## config.mk

```make
export PLATFORM = sky130hd
export DESIGN_NAME = breakpoint_table_interpolator_flat
export DESIGN_NICKNAME = d
export VERILOG_FILES = /design/src/hdl/bti_pkg.sv /design/src/hdl/bti_channels.sv /design/src/hdl/breakpoint_table_interpolator.sv /design/src/hdl/bti_table.sv /design/src/hdl/bti_sequencer.sv /design/src/hdl/bti_datapath.sv /design/src/flat_wrapper.sv
export SDC_FILE = /design/constraint.sdc
export NUM_CORES = 2
export LEC_CHECK = 0
export BUFFER_PORTS_ARGS = -buffer_cell sky130_fd_sc_hd__buf_2
export CAP_MARGIN = 20
export CORE_ASPECT_RATIO = 2
export CORE_MARGIN = 10
export CORE_UTILIZATION = 55
export DETAILED_ROUTE_END_ITERATION = 8
export PLACE_DENSITY = 0.72
export SETUP_SLACK_MARGIN = 0.05
export SKIP_LAST_GASP = 1
export SLEW_MARGIN = 20
export SYNTH_ARGS = -nofsm -noshare
export SYNTH_HDL_FRONTEND = slang
export SYNTH_SLANG_ARGS = --single-unit
```

## constraint.sdc

```tcl
create_clock -name clk -period 8.5 [get_ports clk]
set_clock_uncertainty 0.15 [all_clocks]
set_input_delay 0.85 -clock clk [delete_from_list [all_inputs] [get_ports clk]]
set_output_delay 0.85 -clock clk [all_outputs]
set_load 0.01 [all_outputs]
```

## src/hdl/bti_pkg.sv

```systemverilog
`timescale 1ns / 1ps
`default_nettype none
// ---------------------------------------------------------------------------
// bti_pkg
// Shared types, constants and the control store for the breakpoint table
// interpolator.
// ---------------------------------------------------------------------------
package bti_pkg;

  // Field widths fixed by the item format
  localparam int DATA_W = 16;
  localparam int IDX_W  = 4;
  localparam int TABLE_ROWS_DEFAULT = 16;

  // Divider: one quotient bit per step
  localparam int DIV_STEPS = DATA_W;
  localparam int DIV_CNT_W = $clog2(DIV_STEPS);

  // Program counter
  localparam int STEP_W = 4;

  // Read address select
  localparam logic [1:0] RD_NONE  = 2'd0;
  localparam logic [1:0] RD_LAST  = 2'd1;
  localparam logic [1:0] RD_FIRST = 2'd2;
  localparam logic [1:0] RD_MID   = 2'd3;

  // Datapath actions
  localparam logic [3:0] ACT_NONE    = 4'd0;
  localparam logic [3:0] ACT_INIT    = 4'd1;
  localparam logic [3:0] ACT_CAP_HI  = 4'd2;
  localparam logic [3:0] ACT_CAP_LO  = 4'd3;
  localparam logic [3:0] ACT_PROBE   = 4'd4;
  localparam logic [3:0] ACT_SEG     = 4'd5;
  localparam logic [3:0] ACT_MUL     = 4'd6;
  localparam logic [3:0] ACT_DIVINIT = 4'd7;
  localparam logic [3:0] ACT_DIVSTEP = 4'd8;
  localparam logic [3:0] ACT_FINISH  = 4'd9;
  localparam logic [3:0] ACT_EMIT    = 4'd10;

  // Result loads, applied when the step's jump is taken
  localparam logic [1:0] RES_NONE  = 2'd0;
  localparam logic [1:0] RES_YHI   = 2'd1;
  localparam logic [1:0] RES_YLO   = 2'd2;
  localparam logic [1:0] RES_DEGEN = 2'd3;

  // Jump conditions
  localparam logic [2:0] JC_NONE        = 3'd0;
  localparam logic [2:0] JC_ALWAYS      = 3'd1;
  localparam logic [2:0] JC_START       = 3'd2;
  localparam logic [2:0] JC_CLAMP_LAST  = 3'd3;
  localparam logic [2:0] JC_CLAMP_FIRST = 3'd4;
  localparam logic [2:0] JC_SPAN1       = 3'd5;
  localparam logic [2:0] JC_DEGEN       = 3'd6;
  localparam logic [2:0] JC_DIV_MORE    = 3'd7;

  // Program steps
  localparam logic [STEP_W-1:0] STEP_IDLE    = 4'd0;
  localparam logic [STEP_W-1:0] STEP_INIT    = 4'd1;
  localparam logic [STEP_W-1:0] STEP_RDF     = 4'd2;
  localparam logic [STEP_W-1:0] STEP_CAPLO   = 4'd3;
  localparam logic [STEP_W-1:0] STEP_CLAMPL  = 4'd4;
  localparam logic [STEP_W-1:0] STEP_CLAMPF  = 4'd5;
  localparam logic [STEP_W-1:0] STEP_SRCH    = 4'd6;
  localparam logic [STEP_W-1:0] STEP_PROBE   = 4'd7;
  localparam logic [STEP_W-1:0] STEP_SEG     = 4'd8;
  localparam logic [STEP_W-1:0] STEP_MUL     = 4'd9;
  localparam logic [STEP_W-1:0] STEP_DIVINIT = 4'd10;
  localparam logic [STEP_W-1:0] STEP_DIV     = 4'd11;
  localparam logic [STEP_W-1:0] STEP_FINISH  = 4'd12;
  localparam logic [STEP_W-1:0] STEP_EMIT    = 4'd13;

  typedef struct packed {
    logic [1:0]        rd_sel;
    logic [3:0]        act;
    logic [1:0]        res;
    logic [2:0]        cond;
    logic              hold;    // stay on this step while cond is false
    logic [STEP_W-1:0] target;
  } ctrl_t;

  typedef struct packed {
    logic start;
    logic clamp_last;
    logic clamp_first;
    logic span1;
    logic degen;
    logic div_more;
    logic out_free;
  } status_t;

  // Control store
  function automatic ctrl_t rom_word(input logic [STEP_W-1:0] step);
    ctrl_t w;
    case (step)
      STEP_IDLE:    w = '{RD_NONE,  ACT_NONE,    RES_NONE,  JC_START,       1'b1, STEP_INIT};
      STEP_INIT:    w = '{RD_LAST,  ACT_INIT,    RES_NONE,  JC_NONE,        1'b0, STEP_IDLE};
      STEP_RDF:     w = '{RD_FIRST, ACT_CAP_HI,  RES_NONE,  JC_NONE,        1'b0, STEP_IDLE};
      STEP_CAPLO:   w = '{RD_NONE,  ACT_CAP_LO,  RES_NONE,  JC_NONE,        1'b0, STEP_IDLE};
      STEP_CLAMPL:  w = '{RD_NONE,  ACT_NONE,    RES_YHI,   JC_CLAMP_LAST,  1'b0, STEP_EMIT};
      STEP_CLAMPF:  w = '{RD_NONE,  ACT_NONE,    RES_YLO,   JC_CLAMP_FIRST, 1'b0, STEP_EMIT};
      STEP_SRCH:    w = '{RD_MID,   ACT_NONE,    RES_NONE,  JC_SPAN1,       1'b0, STEP_SEG};
      STEP_PROBE:   w = '{RD_NONE,  ACT_PROBE,   RES_NONE,  JC_ALWAYS,      1'b0, STEP_SRCH};
      STEP_SEG:     w = '{RD_NONE,  ACT_SEG,     RES_DEGEN, JC_DEGEN,       1'b0, STEP_EMIT};
      STEP_MUL:     w = '{RD_NONE,  ACT_MUL,     RES_NONE,  JC_NONE,        1'b0, STEP_IDLE};
      STEP_DIVINIT: w = '{RD_NONE,  ACT_DIVINIT, RES_NONE,  JC_NONE,        1'b0, STEP_IDLE};
      STEP_DIV:     w = '{RD_NONE,  ACT_DIVSTEP, RES_NONE,  JC_DIV_MORE,    1'b0, STEP_DIV};
      STEP_FINISH:  w = '{RD_NONE,  ACT_FINISH,  RES_NONE,  JC_NONE,        1'b0, STEP_IDLE};
      STEP_EMIT:    w = '{RD_NONE,  ACT_EMIT,    RES_NONE,  JC_START,       1'b1, STEP_IDLE};
      default:      w = '{RD_NONE,  ACT_NONE,    RES_NONE,  JC_ALWAYS,      1'b0, STEP_IDLE};
    endcase
    return w;
  endfunction

endpackage
`default_nettype wire

```

## src/hdl/bti_channels.sv

```systemverilog
`timescale 1ns / 1ps
`default_nettype none
// ---------------------------------------------------------------------------
// bti_channels
// Valid/ready channels: input items, result items and the mode register.
// ---------------------------------------------------------------------------
interface bti_item_if;
  logic        valid;
  logic        ready;
  logic        action;
  logic [3:0]  entry_index;
  logic [15:0] entry_x;
  logic [15:0] entry_y;
  logic [15:0] sample;
  modport source (output valid, action, entry_index, entry_x, entry_y, sample,
                  input ready);
  modport sink   (input valid, action, entry_index, entry_x, entry_y, sample,
                  output ready);
endinterface

interface bti_result_if;
  logic        valid;
  logic        ready;
  logic [15:0] mapped_value;
  logic        degenerate_segment;
  modport source (output valid, mapped_value, degenerate_segment, input ready);
  modport sink   (input valid, mapped_value, degenerate_segment, output ready);
endinterface

interface bti_cfg_if;
  logic valid;
  logic ready;
  logic descending_mode;
  modport source (output valid, descending_mode, input ready);
  modport sink   (input valid, descending_mode, output ready);
endinterface
`default_nettype wire

```

## src/hdl/breakpoint_table_interpolator.sv

```systemverilog
`timescale 1ns / 1ps
`default_nettype none
// ---------------------------------------------------------------------------
// breakpoint_table_interpolator
// Piecewise linear lookup through a table of (x, y) breakpoints.
// ---------------------------------------------------------------------------
// Use:
//   items:   valid/ready input. action 0 writes row entry_index (rows at or
//            past TABLE_ROWS are dropped); action 1 looks up sample.
//   results: valid/ready output, one beat per lookup, none per write.
//   cfg:     write of descending_mode, always ready; write only when idle.
// Timing:
//   A write beat is absorbed in its accept cycle and ready stays high.
//   A lookup runs a microprogram: setup and clamp checks, a search step and a
//   probe step per search probe plus a closing search step, then segment,
//   multiply, divider setup, the divider steps, a final add and the hand-off;
//   at 16 rows a search takes 3 or 4 probes; a clamped lookup goes straight
//   to the hand-off. The divider and the single read port set a lookup's length.
//   items.ready is low from a lookup's accept until its result reaches the
//   output register, which then frees the sequencer.
// Reset: clears descending_mode, the sequencer and the output valid. Table
//   rows hold nothing until written. A stalled result holds in the output
//   register; the next item is taken meanwhile, and its result waits at the
//   final step until the register frees.
// ---------------------------------------------------------------------------
module breakpoint_table_interpolator #(
  parameter int TABLE_ROWS = bti_pkg::TABLE_ROWS_DEFAULT
) (
  input wire            clk,
  input wire            rst,
  bti_item_if.sink      items,
  bti_result_if.source  results,
  bti_cfg_if.sink       cfg
);
  import bti_pkg::*;

  localparam int ROW_W = $clog2(TABLE_ROWS);

  ctrl_t              ctrl;
  status_t            status;
  logic               taken;
  logic               idle;
  logic               item_beat;
  logic [ROW_W-1:0]   rd_addr;
  logic [DATA_W-1:0]  rd_x;
  logic [DATA_W-1:0]  rd_y;

  // Handshakes
  assign items.ready = idle;
  assign cfg.ready   = 1'b1;
  assign item_beat   = items.valid && idle;

  bti_table #(.TABLE_ROWS(TABLE_ROWS)) u_table (
    .clk      (clk),
    .wr_en    (item_beat && !items.action),
    .wr_index (items.entry_index),
    .wr_x     (items.entry_x),
    .wr_y     (items.entry_y),
    .rd_addr  (rd_addr),
    .rd_x     (rd_x),
    .rd_y     (rd_y)
  );

  bti_sequencer u_seq (
    .clk    (clk),
    .rst    (rst),
    .status (status),
    .ctrl   (ctrl),
    .taken  (taken),
    .idle   (idle)
  );

  bti_datapath #(.TABLE_ROWS(TABLE_ROWS)) u_dp (
    .clk       (clk),
    .rst       (rst),
    .ctrl      (ctrl),
    .taken     (taken),
    .start     (item_beat && items.action),
    .sample    (items.sample),
    .cfg_we    (cfg.valid),
    .cfg_desc  (cfg.descending_mode),
    .rd_addr   (rd_addr),
    .rd_x      (rd_x),
    .rd_y      (rd_y),
    .status    (status),
    .out_ready (results.ready),
    .out_valid (results.valid),
    .out_value (results.mapped_value),
    .out_flag  (results.degenerate_segment)
  );

endmodule
`default_nettype wire

```

## src/hdl/bti_table.sv

```systemverilog
`timescale 1ns / 1ps
`default_nettype none
// ---------------------------------------------------------------------------
// bti_table
// Breakpoint store: one write port, one read port with registered data.
// ---------------------------------------------------------------------------
module bti_table #(
  parameter int TABLE_ROWS = bti_pkg::TABLE_ROWS_DEFAULT
) (
  input  wire                                  clk,
  input  wire                                  wr_en,
  input  wire  [bti_pkg::IDX_W-1:0]            wr_index,
  input  wire  [bti_pkg::DATA_W-1:0]           wr_x,
  input  wire  [bti_pkg::DATA_W-1:0]           wr_y,
  input  wire  [$clog2(TABLE_ROWS)-1:0]        rd_addr,
  output logic [bti_pkg::DATA_W-1:0]           rd_x,
  output logic [bti_pkg::DATA_W-1:0]           rd_y
);
  import bti_pkg::*;

  localparam int ROW_W = $clog2(TABLE_ROWS);
  localparam int CMP_W = ROW_W + IDX_W;

  logic [2*DATA_W-1:0] mem [TABLE_ROWS];
  logic [CMP_W-1:0]    wr_wide;
  logic                wr_ok;

  // Rows at or beyond the table size are dropped
  assign wr_wide = CMP_W'(wr_index);
  assign wr_ok   = wr_en && (wr_wide < CMP_W'(TABLE_ROWS));

  always_ff @(posedge clk) begin
    if (wr_ok) begin
      mem[wr_wide[ROW_W-1:0]] <= {wr_x, wr_y};
    end
  end

  always_ff @(posedge clk) begin
    {rd_x, rd_y} <= mem[rd_addr];
  end

endmodule
`default_nettype wire

```

## src/hdl/bti_sequencer.sv

```systemverilog
`timescale 1ns / 1ps
`default_nettype none
// ---------------------------------------------------------------------------
// bti_sequencer
// Step counter over the control store with conditional jumps.
// ---------------------------------------------------------------------------
module bti_sequencer (
  input  wire               clk,
  input  wire               rst,
  input  bti_pkg::status_t  status,
  output bti_pkg::ctrl_t    ctrl,
  output logic              taken,
  output logic              idle
);
  import bti_pkg::*;

  logic [STEP_W-1:0] pc;
  logic [STEP_W-1:0] pc_next;

  assign ctrl = rom_word(pc);
  assign idle = (pc == STEP_IDLE);

  // Jump condition mux
  always_comb begin
    case (ctrl.cond)
      JC_NONE:        taken = 1'b0;
      JC_ALWAYS:      taken = 1'b1;
      JC_START:       taken = (pc == STEP_IDLE) ? status.start : status.out_free;
      JC_CLAMP_LAST:  taken = status.clamp_last;
      JC_CLAMP_FIRST: taken = status.clamp_first;
      JC_SPAN1:       taken = status.span1;
      JC_DEGEN:       taken = status.degen;
      JC_DIV_MORE:    taken = status.div_more;
      default:        taken = 1'b0;
    endcase
  end

  // Next step
  always_comb begin
    if (taken) begin
      pc_next = ctrl.target;
    end else if (ctrl.hold) begin
      pc_next = pc;
    end else begin
      pc_next = pc + STEP_W'(1);
    end
  end

  always_ff @(posedge clk) begin
    if (rst) begin
      pc <= STEP_IDLE;
    end else begin
      pc <= pc_next;
    end
  end

  assert property (@(posedge clk) disable iff (rst) pc <= STEP_EMIT)
    else $error("step counter left the program");
  assert property (@(posedge clk) disable iff (rst)
    (pc == STEP_EMIT && status.out_free) |=> pc == STEP_IDLE)
    else $error("result handed off but sequencer not idle");
  assert property (@(posedge clk) disable iff (rst)
    (pc == STEP_IDLE && !status.start) |=> pc == STEP_IDLE)
    else $error("sequencer left idle without a lookup");

endmodule
`default_nettype wire

```

## src/hdl/bti_datapath.sv

```systemverilog
`timescale 1ns / 1ps
`default_nettype none
// ---------------------------------------------------------------------------
// bti_datapath
// Search bounds, segment arithmetic, serial divider and output register.
// ---------------------------------------------------------------------------
module bti_datapath #(
  parameter int TABLE_ROWS = bti_pkg::TABLE_ROWS_DEFAULT
) (
  input  wire                             clk,
  input  wire                             rst,
  input  bti_pkg::ctrl_t                  ctrl,
  input  wire                             taken,
  input  wire                             start,
  input  wire  [bti_pkg::DATA_W-1:0]      sample,
  input  wire                             cfg_we,
  input  wire                             cfg_desc,
  output logic [$clog2(TABLE_ROWS)-1:0]   rd_addr,
  input  wire  [bti_pkg::DATA_W-1:0]      rd_x,
  input  wire  [bti_pkg::DATA_W-1:0]      rd_y,
  output bti_pkg::status_t                status,
  input  wire                             out_ready,
  output logic                            out_valid,
  output logic [bti_pkg::DATA_W-1:0]      out_value,
  output logic                            out_flag
);
  import bti_pkg::*;

  localparam int ROW_W = $clog2(TABLE_ROWS);
  localparam int PROD_W = 2 * (DATA_W + 1);
  localparam logic [ROW_W-1:0] LAST = ROW_W'(TABLE_ROWS - 1);

  logic                     desc;
  logic [DATA_W-1:0]        s;
  logic [ROW_W-1:0]         lo;
  logic [ROW_W-1:0]         hi;
  logic [DATA_W-1:0]        x_lo, y_lo, x_hi, y_hi;
  logic signed [DATA_W:0]   d, dy, dx;
  logic signed [PROD_W-1:0] prod;
  logic [DATA_W-1:0]        rem, quo, dxm;
  logic                     neg;
  logic [DIV_CNT_W-1:0]     cnt;
  logic [DATA_W-1:0]        res_value;
  logic                     res_flag;

  logic [ROW_W:0]           mid_sum;
  logic [ROW_W-1:0]         mid;
  logic                     goes_left;
  logic [PROD_W-1:0]        mag;
  logic [DATA_W:0]          trial;
  logic                     ge;
  logic                     out_free;

  // Probe index and read address
  assign mid_sum = {1'b0, lo} + {1'b0, hi};
  assign mid     = mid_sum[ROW_W:1];

  always_comb begin
    case (ctrl.rd_sel)
      RD_LAST:  rd_addr = LAST;
      RD_FIRST: rd_addr = '0;
      default:  rd_addr = mid;
    endcase
  end

  // Compares
  assign goes_left = desc ? (s > rd_x) : (s < rd_x);
  assign out_free  = !out_valid || out_ready;

  assign status.start       = start;
  assign status.clamp_last  = desc ? (s <= x_hi) : (s >= x_hi);
  assign status.clamp_first = desc ? (s > x_lo) : (s < x_lo);
  assign status.span1       = (hi - lo) <= ROW_W'(1);
  assign status.degen       = (x_hi == x_lo);
  assign status.div_more    = (cnt != DIV_CNT_W'(DIV_STEPS - 1));
  assign status.out_free    = out_free;

  // Divider helpers
  assign mag   = prod[PROD_W-1] ? PROD_W'(-prod) : PROD_W'(prod);
  assign trial = {rem, quo[DATA_W-1]};
  assign ge    = trial >= {1'b0, dxm};

  // Mode register
  always_ff @(posedge clk) begin
    if (rst) begin
      desc <= 1'b0;
    end else if (cfg_we) begin
      desc <= cfg_desc;
    end
  end

  // Working registers
  always_ff @(posedge clk) begin
    if (start) begin
      s <= sample;
    end
    case (ctrl.act)
      ACT_INIT: begin
        lo <= '0;
        hi <= LAST;
      end
      ACT_CAP_HI: begin
        x_hi <= rd_x;
        y_hi <= rd_y;
      end
      ACT_CAP_LO: begin
        x_lo <= rd_x;
        y_lo <= rd_y;
      end
      ACT_PROBE: begin
        if (goes_left) begin
          hi   <= mid;
          x_hi <= rd_x;
          y_hi <= rd_y;
        end else begin
          lo   <= mid;
          x_lo <= rd_x;
          y_lo <= rd_y;
        end
      end
      ACT_SEG: begin
        d  <= $signed({1'b0, s})    - $signed({1'b0, x_lo});
        dy <= $signed({1'b0, y_hi}) - $signed({1'b0, y_lo});
        dx <= $signed({1'b0, x_hi}) - $signed({1'b0, x_lo});
      end
      ACT_MUL: begin
        prod <= PROD_W'(d) * PROD_W'(dy);
      end
      ACT_DIVINIT: begin
        // |d| < |dx| inside a segment, so the quotient fits DATA_W bits
        rem <= mag[2*DATA_W-1:DATA_W];
        quo <= mag[DATA_W-1:0];
        dxm <= dx[DATA_W] ? DATA_W'(-dx) : dx[DATA_W-1:0];
        neg <= prod[PROD_W-1] ^ dx[DATA_W];
        cnt <= '0;
      end
      ACT_DIVSTEP: begin
        rem <= ge ? DATA_W'(trial - {1'b0, dxm}) : trial[DATA_W-1:0];
        quo <= {quo[DATA_W-2:0], ge};
        cnt <= cnt + DIV_CNT_W'(1);
      end
      ACT_FINISH: begin
        res_value <= y_lo + (neg ? DATA_W'(-quo) : quo);
        res_flag  <= 1'b0;
      end
      default: begin
      end
    endcase
    // Clamp and degenerate results
    if (taken) begin
      case (ctrl.res)
        RES_YHI: begin
          res_value <= y_hi;
          res_flag  <= 1'b0;
        end
        RES_YLO: begin
          res_value <= y_lo;
          res_flag  <= 1'b0;
        end
        RES_DEGEN: begin
          res_value <= y_lo;
          res_flag  <= 1'b1;
        end
        default: begin
        end
      endcase
    end
  end

  // Output register
  always_ff @(posedge clk) begin
    if (rst) begin
      out_valid <= 1'b0;
    end else if (ctrl.act == ACT_EMIT && out_free) begin
      out_valid <= 1'b1;
    end else if (out_ready) begin
      out_valid <= 1'b0;
    end
  end

  always_ff @(posedge clk) begin
    if (ctrl.act == ACT_EMIT && out_free) begin
      out_value <= res_value;
      out_flag  <= res_flag;
    end
  end

  assert property (@(posedge clk) disable iff (rst) (ctrl.act == ACT_PROBE) |-> lo < hi)
    else $error("search bounds crossed");
  assert property (@(posedge clk) disable iff (rst)
    (ctrl.act == ACT_SEG) |-> (hi - lo) == ROW_W'(1))
    else $error("segment reached before search converged");
  assert property (@(posedge clk) disable iff (rst)
    (ctrl.act == ACT_EMIT && out_free) |=> out_valid)
    else $error("result lost at hand-off");

endmodule
`default_nettype wire
```

## src/flat_wrapper.sv

```systemverilog
// flat-port wrapper written by rule: the top's interface ports become plain ports
module breakpoint_table_interpolator_flat import bti_pkg::*;
#(
  parameter int TABLE_ROWS = bti_pkg::TABLE_ROWS_DEFAULT
)
  (clk, rst, items_valid, items_action, items_entry_index, items_entry_x, items_entry_y, items_sample, items_ready, results_valid, results_mapped_value, results_degenerate_segment, results_ready, cfg_valid, cfg_descending_mode, cfg_ready);
  bti_item_if items_i ();
  bti_result_if results_i ();
  bti_cfg_if cfg_i ();
  input wire clk;
  input wire rst;
  input wire logic [$bits(items_i.valid)-1:0] items_valid;
  input wire logic [$bits(items_i.action)-1:0] items_action;
  input wire logic [$bits(items_i.entry_index)-1:0] items_entry_index;
  input wire logic [$bits(items_i.entry_x)-1:0] items_entry_x;
  input wire logic [$bits(items_i.entry_y)-1:0] items_entry_y;
  input wire logic [$bits(items_i.sample)-1:0] items_sample;
  output wire logic [$bits(items_i.ready)-1:0] items_ready;
  output wire logic [$bits(results_i.valid)-1:0] results_valid;
  output wire logic [$bits(results_i.mapped_value)-1:0] results_mapped_value;
  output wire logic [$bits(results_i.degenerate_segment)-1:0] results_degenerate_segment;
  input wire logic [$bits(results_i.ready)-1:0] results_ready;
  input wire logic [$bits(cfg_i.valid)-1:0] cfg_valid;
  input wire logic [$bits(cfg_i.descending_mode)-1:0] cfg_descending_mode;
  output wire logic [$bits(cfg_i.ready)-1:0] cfg_ready;
  assign items_i.valid = items_valid;
  assign items_i.action = items_action;
  assign items_i.entry_index = items_entry_index;
  assign items_i.entry_x = items_entry_x;
  assign items_i.entry_y = items_entry_y;
  assign items_i.sample = items_sample;
  assign items_ready = items_i.ready;
  assign results_valid = results_i.valid;
  assign results_mapped_value = results_i.mapped_value;
  assign results_degenerate_segment = results_i.degenerate_segment;
  assign results_i.ready = results_ready;
  assign cfg_i.valid = cfg_valid;
  assign cfg_i.descending_mode = cfg_descending_mode;
  assign cfg_ready = cfg_i.ready;
  breakpoint_table_interpolator #(.TABLE_ROWS(TABLE_ROWS)) u_core (.clk(clk), .rst(rst), .items(items_i), .results(results_i), .cfg(cfg_i));
endmodule
```

# [Word-level counts from Yosys, hierarchy flattened]
# Memory sizes are Yosys's and may differ from the RTL's. A register that Yosys moved wholly into a read port is not among the register bits.
# Cells that the tools add are included.
[classes] n_eq_ne=27 n_addsub=12 magnitude_cmp=9 multipliers=1 n_reduce_logical=21 mux=39 bitwise=1
[op_table] operator="16-bit case mux with 2 select lines" n=7
[op_table] operator="16-bit two-way mux" n=9
[op_table] operator="16-bit by 16-bit subtractor with 17-bit output" n=3
[op_table] operator="17-bit by 17-bit multiplier with 34-bit output" n=1
[op_table] operator="16-bit > comparator" n=2
[op_table] operator="16-bit < comparator" n=2
[op_table] operator="32-bit two-way mux" n=1
[op_table] operator="16-bit negation" n=2
[op_table] operator="32-bit negation" n=1
[op_table] operator="4-bit case mux with 2 select lines" n=4
[op_table] operator="4-bit two-way mux" n=6
[op_table] operator="17-bit by 16-bit greater-or-equal comparator with 1-bit output" n=1
[op_table] operator="16-bit adder" n=1
[op_table] operator="16-bit equality test" n=1
[op_table] operator="4-bit by 3-bit equality test with 1-bit output, second input constant" n=4
[op_table] operator="16-bit greater-or-equal comparator" n=1
[op_table] operator="16-bit less-or-equal comparator" n=1
[op_table] operator="16-bit subtractor" n=1
[op_table] operator="3-bit equality test, second input constant" n=4
[op_table] operator="4-bit equality test, second input constant" n=3
[op_table] operator="1-bit two-way mux" n=10
[op_table] operator="2-bit nonzero test" n=5
[op_table] operator="4-bit by 1-bit adder with 4-bit output, second input constant" n=2
[op_table] operator="4-bit by 2-bit equality test with 1-bit output, second input constant" n=2
[op_table] operator="other kinds (21)" n=36
[word_totals] memories=2 regBits=266 mem_bits_rw=512 elab_cells=135 romBits=256
[mem_list] name="u_core.u_table.mem" words=16 word_bits=32 rd=1 rd_ports_with_merged_regs=1 write_ports=1 line="bti_table.sv:24" source="logic [2*DATA_W-1:0] mem [TABLE_ROWS];"
[mem_list] name="(name not given)" words=16 word_bits=16 rd=1 rd_ports_with_merged_regs=1 write_ports=0 line="bti_pkg.sv:95" source="case (step)"

# [Depth between registers and ports, before layout]
[depth] ltp_word=8 mapped_depth=25

# [Hierarchy]
# From an unflattened synthesis, not the netlist that was laid out.
[hier_totals] cells_unflattened=3508 area_unflattened_um2=46703.5
[by_module_without_submodules] module="bti_datapath" cells_each=2544 area_per_inst_um2=25720.9 n_inst=1
[by_module_without_submodules] module="bti_table" cells_each=838 area_per_inst_um2=19836.5 n_inst=1
[by_module_without_submodules] module="bti_sequencer" cells_each=122 area_per_inst_um2=1118.6 n_inst=1
[by_module_without_submodules] module="breakpoint_table_interpolator" cells_each=4 area_per_inst_um2=27.5 n_inst=1

# [Worst setup path before layout]
# No wires, ideal clock.
[synth_path] path_type="reg-to-reg" startpoint="register u_core.u_dp.d[10]" endpoint="register u_core.u_dp.prod[26] (data pin)" path_stages_with_launch=21 n_path_buf=1 required_ns=8.088 setup_ns=0.262 arrival_time_ns=6.016 slack_ns=2.072 cell_sequence="edfxtp_1 > clkbuf_1 > nand2_1 > fa_1 > fa_1 > fa_1 > fa_1 > inv_1 > fa_1 > inv_1 > fa_1 > inv_1 > ha_1 > o211a_1 > o311a_1 > nor4_1 > nor3_1 > o2111a_1 > a2111oi_1 > o21bai_1 > xor2_1"
[synth_between] elab_chain_len=1
[synth_rtl] element="from (decl)" line="bti_datapath.sv:38" source="logic signed [DATA_W:0] d, dy, dx;"
[synth_rtl] element="from (signal assigned)" line="bti_datapath.sv:122" source="d <= $signed({1'b0, s}) - $signed({1'b0, x_lo});"
[synth_rtl] element="17-bit by 17-bit multiplier with 34-bit output" line="bti_datapath.sv:127" source="prod <= PROD_W'(d) * PROD_W'(dy);"
[synth_rtl] element="to (signal assigned)" line="bti_datapath.sv:127"
[synth_rtl] element="to (decl)" line="bti_datapath.sv:39" source="logic signed [PROD_W-1:0] prod;"
# No other way between the ends.
# A chain may end at the register's enable or synchronous reset.

# [Worst setup path after layout]
[layout_path] startpoint="register u_core.u_dp.d[6]" endpoint="register u_core.u_dp.prod[26] (data pin)"
# Same word-level chain as after synthesis.

==> run_results.csv <==
group,metric,value,unit
outcome,outcome,"finished clean",
drt,vias_per_cell,5.91,
layout,final_nets,4602,
clock_tree,ctsResizeCount,0,
global_routing,grt_pass1_wl,179000,um
placed_design,portBuffers,77,
die,ioPinCount,79,
sta,hold_viol,0,
synthesis,synth_area,0.0473,mm^2
drt,post_drt_wl_per_cell,22.7,um
sta,slew_headroom,28.7,%
clock_tree,cts_buffer_depth,3,
clock_tree,numCtsBuffers,73,
synthesis,syn_avg_cell_area,11.8,um^2
critical_path,critical_path_required,8.75,ns
global_routing,top_usage_layer,"met2",
critical_path,worstPathMaxFanout,17,
sta,setup_viol,0,
global_routing,grt_overflow,0,
layout,syn_to_final_growth,8.62,%
synthesis,yosysTopAreaCellShare,47.8,%
global_routing,grt_start_max_net_pins,193,
drt,ant_nets,0,
synthesis,yosysWarnings,0,
global_routing,grt_pass1_vias,31728,
clock_tree,htreeDepth,3,
clock_tree,cts-hold-fix-buffers,0,
sta,report.final.slew_viol_count,0,
placed_design,dp_hpwl,81100,um
critical_path,crit_path_frequent_cell,"fa_1",
clock_tree,clock_sinks,825,
clock_tree,tritoncts,"done",
global_routing,grt_util_met1,24.8,%
synthesis,synth_cells,4012,
global_routing,grt_use_met2,44.7,%
placed_design,place_congestion,0.995,
clock_tree,cts_root_buf,"clkbuf_16",
critical_path,start_kind,"register",
die,coreArea,0.0856,mm^2
synthesis,syn_nets,4588,
power_and_ir_drop,power,12.2,mW
synthesis,async_flop_share,0,%
global_routing,use_met3,3.58,%
synthesis,synth.distinct_cells,80,
die,die_w,227,um
synthesis,postSynthRegisterBits,825,
min_path,hold_path_class,"primary input to register",
sta,rsz0062_at_grt,"false",
sta,fin_setup_tns,0,ns
die,rows,152,
global_routing,antenna_found_initial,6,
clock_tree,clkSlewWorstSetupHoldPaths,0.07,ns
layout,drive_gt1_share,7.07,%
critical_path,path_class,"register to register",
flow_run,cap_violations,0,
clock_tree,clk_latency,0.67,ns
power_and_ir_drop,ir_worst_vdd,0.000339,V
global_routing,grt_usage,24.1,%
synthesis,synth_top_flop_cell,"edfxtp_1",
sta,min_period_over_period,87.5,%
synthesis,ys_seq_area_share,50.8,%
layout,fin_util,60.1,%
synthesis,ys_top_cells_by_area,"edfxtp_1, fa_1, ha_1",
placed_design,pre_cts_ws,1.08,ns
layout,postLayoutCellArea,0.0514,mm^2
sta,layout_setup_ws,1.06,ns
critical_path,max_stage_delay,0.68,ns
synthesis,synth_edf_count,754,
drt,num_vias,30536,
synthesis,yosysMostFrequentCell,"edfxtp_1",
synthesis,synth_common_cells,"edfxtp_1, nand2_1, inv_1, fa_1, and2_1",
sta,layout_min_cycle_time,7.44,ns
clock_tree,postCtsSetupBuffers,0,
die,die-area,0.0989,mm^2
die,initial_utilization,55.3,%
drt,drtIter0Drc,2144,
placed_design,placed_cell_area,0.0489,mm^2
critical_path,crit_path_end_kind,"register",
drt,drc,0,
critical_path,slowest_stage,"edfxtp_1",
sta,max_freq,0.134,GHz
die,die_y,435,um
power_and_ir_drop,leakagePower,19.8,nW
critical_path,crit_chain,"and2_1, fa_1, inv_1, fa_1, fa_1, fa_1, inv_1, fa_1, inv_1, fa_1, inv_1, ha_1, o211a_1, o311a_1, nor4_1, nor3_1, o2111a_1, a2111oi_1, o21bai_1, xor2_1",
synthesis,synth_top_area_cell,"edfxtp_1",
drt,drt-total-wl,117000,um
power_and_ir_drop,power_density,237,mW/mm^2
drt,dr.pass1.iters,6,
critical_path,worstPathArrival,7.69,ns
sta,worst_pin_slew,1.06,ns
metal layers:
layer / vias to the layer above / wire length (um)
li1: 14046 / -
met1: 15264 / 40400
met2: 877 / 63900
met3: 339 / 5370
met4: 10 / 7530
met5: - / 50
final timing paths:
path                            cells after the start              endpoint  slack (ns)              startpoint
worst min-delay path                                1     u_core.u_dp.s[12]        0.20        items_sample[12]
worst max register to register                     20  u_core.u_dp.prod[26]        1.06        u_core.u_dp.d[6]
worst max-delay path                               20  u_core.u_dp.prod[26]        1.06        u_core.u_dp.d[6]
worst min register to register                      0   u_core.u_dp.y_hi[7]        0.28  u_core.u_table.rd_y[7]
sequential cells by signal, summed over array words and instances (netlist names), 16 cells and up:
signal,count
u_core.u_table.mem,512
u_core.u_dp.x_lo,16
u_core.u_dp.s,16
u_core.u_dp.out_value,16
u_core.u_table.rd_x,16
u_core.u_dp.d,17
u_core.u_dp.prod,33
u_core.u_table.rd_y,16
u_core.u_dp.y_lo,16
u_core.u_dp.x_hi,16
u_core.u_dp.dx,17
u_core.u_dp.dy,17
u_core.u_dp.y_hi,16
u_core.u_dp.rem,16
u_core.u_dp.quo,16
u_core.u_seq.ctrl,16
u_core.u_dp.res_value,16
u_core.u_dp.dxm,16
final cells by class:
class / instances / area (um^2)
repair buffers: 114 / 688
clock inverters: 44 / 538
flip-flops and latches: 825 / 24100
inverters: 427 / 1600
clock buffers: 90 / 1950
diodes: 2 / 5.00
well taps: 1078 / 1350
multi-input cells: 2585 / 21200
fillers: 6781 / 34200
logic make-up after synthesis:
logic type               after synthesis  synth area share [%]
AO/OA/AOI/OAI                        762                  10.8
multiplexers                          21                 0.460
adder cells (fa/ha/maj)              517                  18.5
flip-flops                           825                  50.8
buffers and inverters                602                  4.81
XOR/XNOR                             166                  3.07
other                                  1               0.00792
AND/OR/NAND/NOR                     1118                  11.5
critical path: cells and delay by family (launching register included):
kind                     cells  cell delay, ns
flip-flops                   1            0.68
buffers and inverters        4            0.20
AO/OA/AOI/OAI                5            1.65
adder cells (fa/ha/maj)      7            3.30
XOR/XNOR                     1            0.17
AND/OR/NAND/NOR              3            1.03
cell usage in the layout (no fill, tap or decap), types with 14 or more instances in the layout:
master,Yosys,final
edfxtp_1,754,754
nand2_1,488,488
inv_1,427,427
fa_1,303,303
and2_1,284,284
ha_1,214,214
a211oi_1,174,174
a21oi_1,172,168
nor2_1,135,124
xnor2_1,108,108
o21ai_0,100,99
a31oi_1,78,78
buf_2,8,77
clkbuf_16,0,74
dfxtp_1,71,71
a311oi_1,65,65
xor2_1,58,58
a21o_1,36,35
buf_4,2,35
nor2b_1,34,31
nand2b_1,30,30
nor3_1,33,29
nand3_1,23,23
o31ai_1,22,21
o21a_1,20,20
or3_1,17,17
mux2i_1,15,15
nand4_1,14,14
report_power, final:
part           total [mW]  leakage [nW]  internal (mW)  switching, mW
registers            4.87          7.39           4.73          0.140
logic                3.89          11.2           1.31           2.58
clock network        3.44          1.21           1.91           1.53
total                12.2          19.8           7.95           4.24
stage by stage:
step	cells	hold slack [ns]
global placement	5029	0.256
global route	5163	0.184
floorplan	4012	0.254
finish	5165	0.204
detailed placement	5029	0.268
CTS	5163	0.164
(Power assumes the default switching activity.)
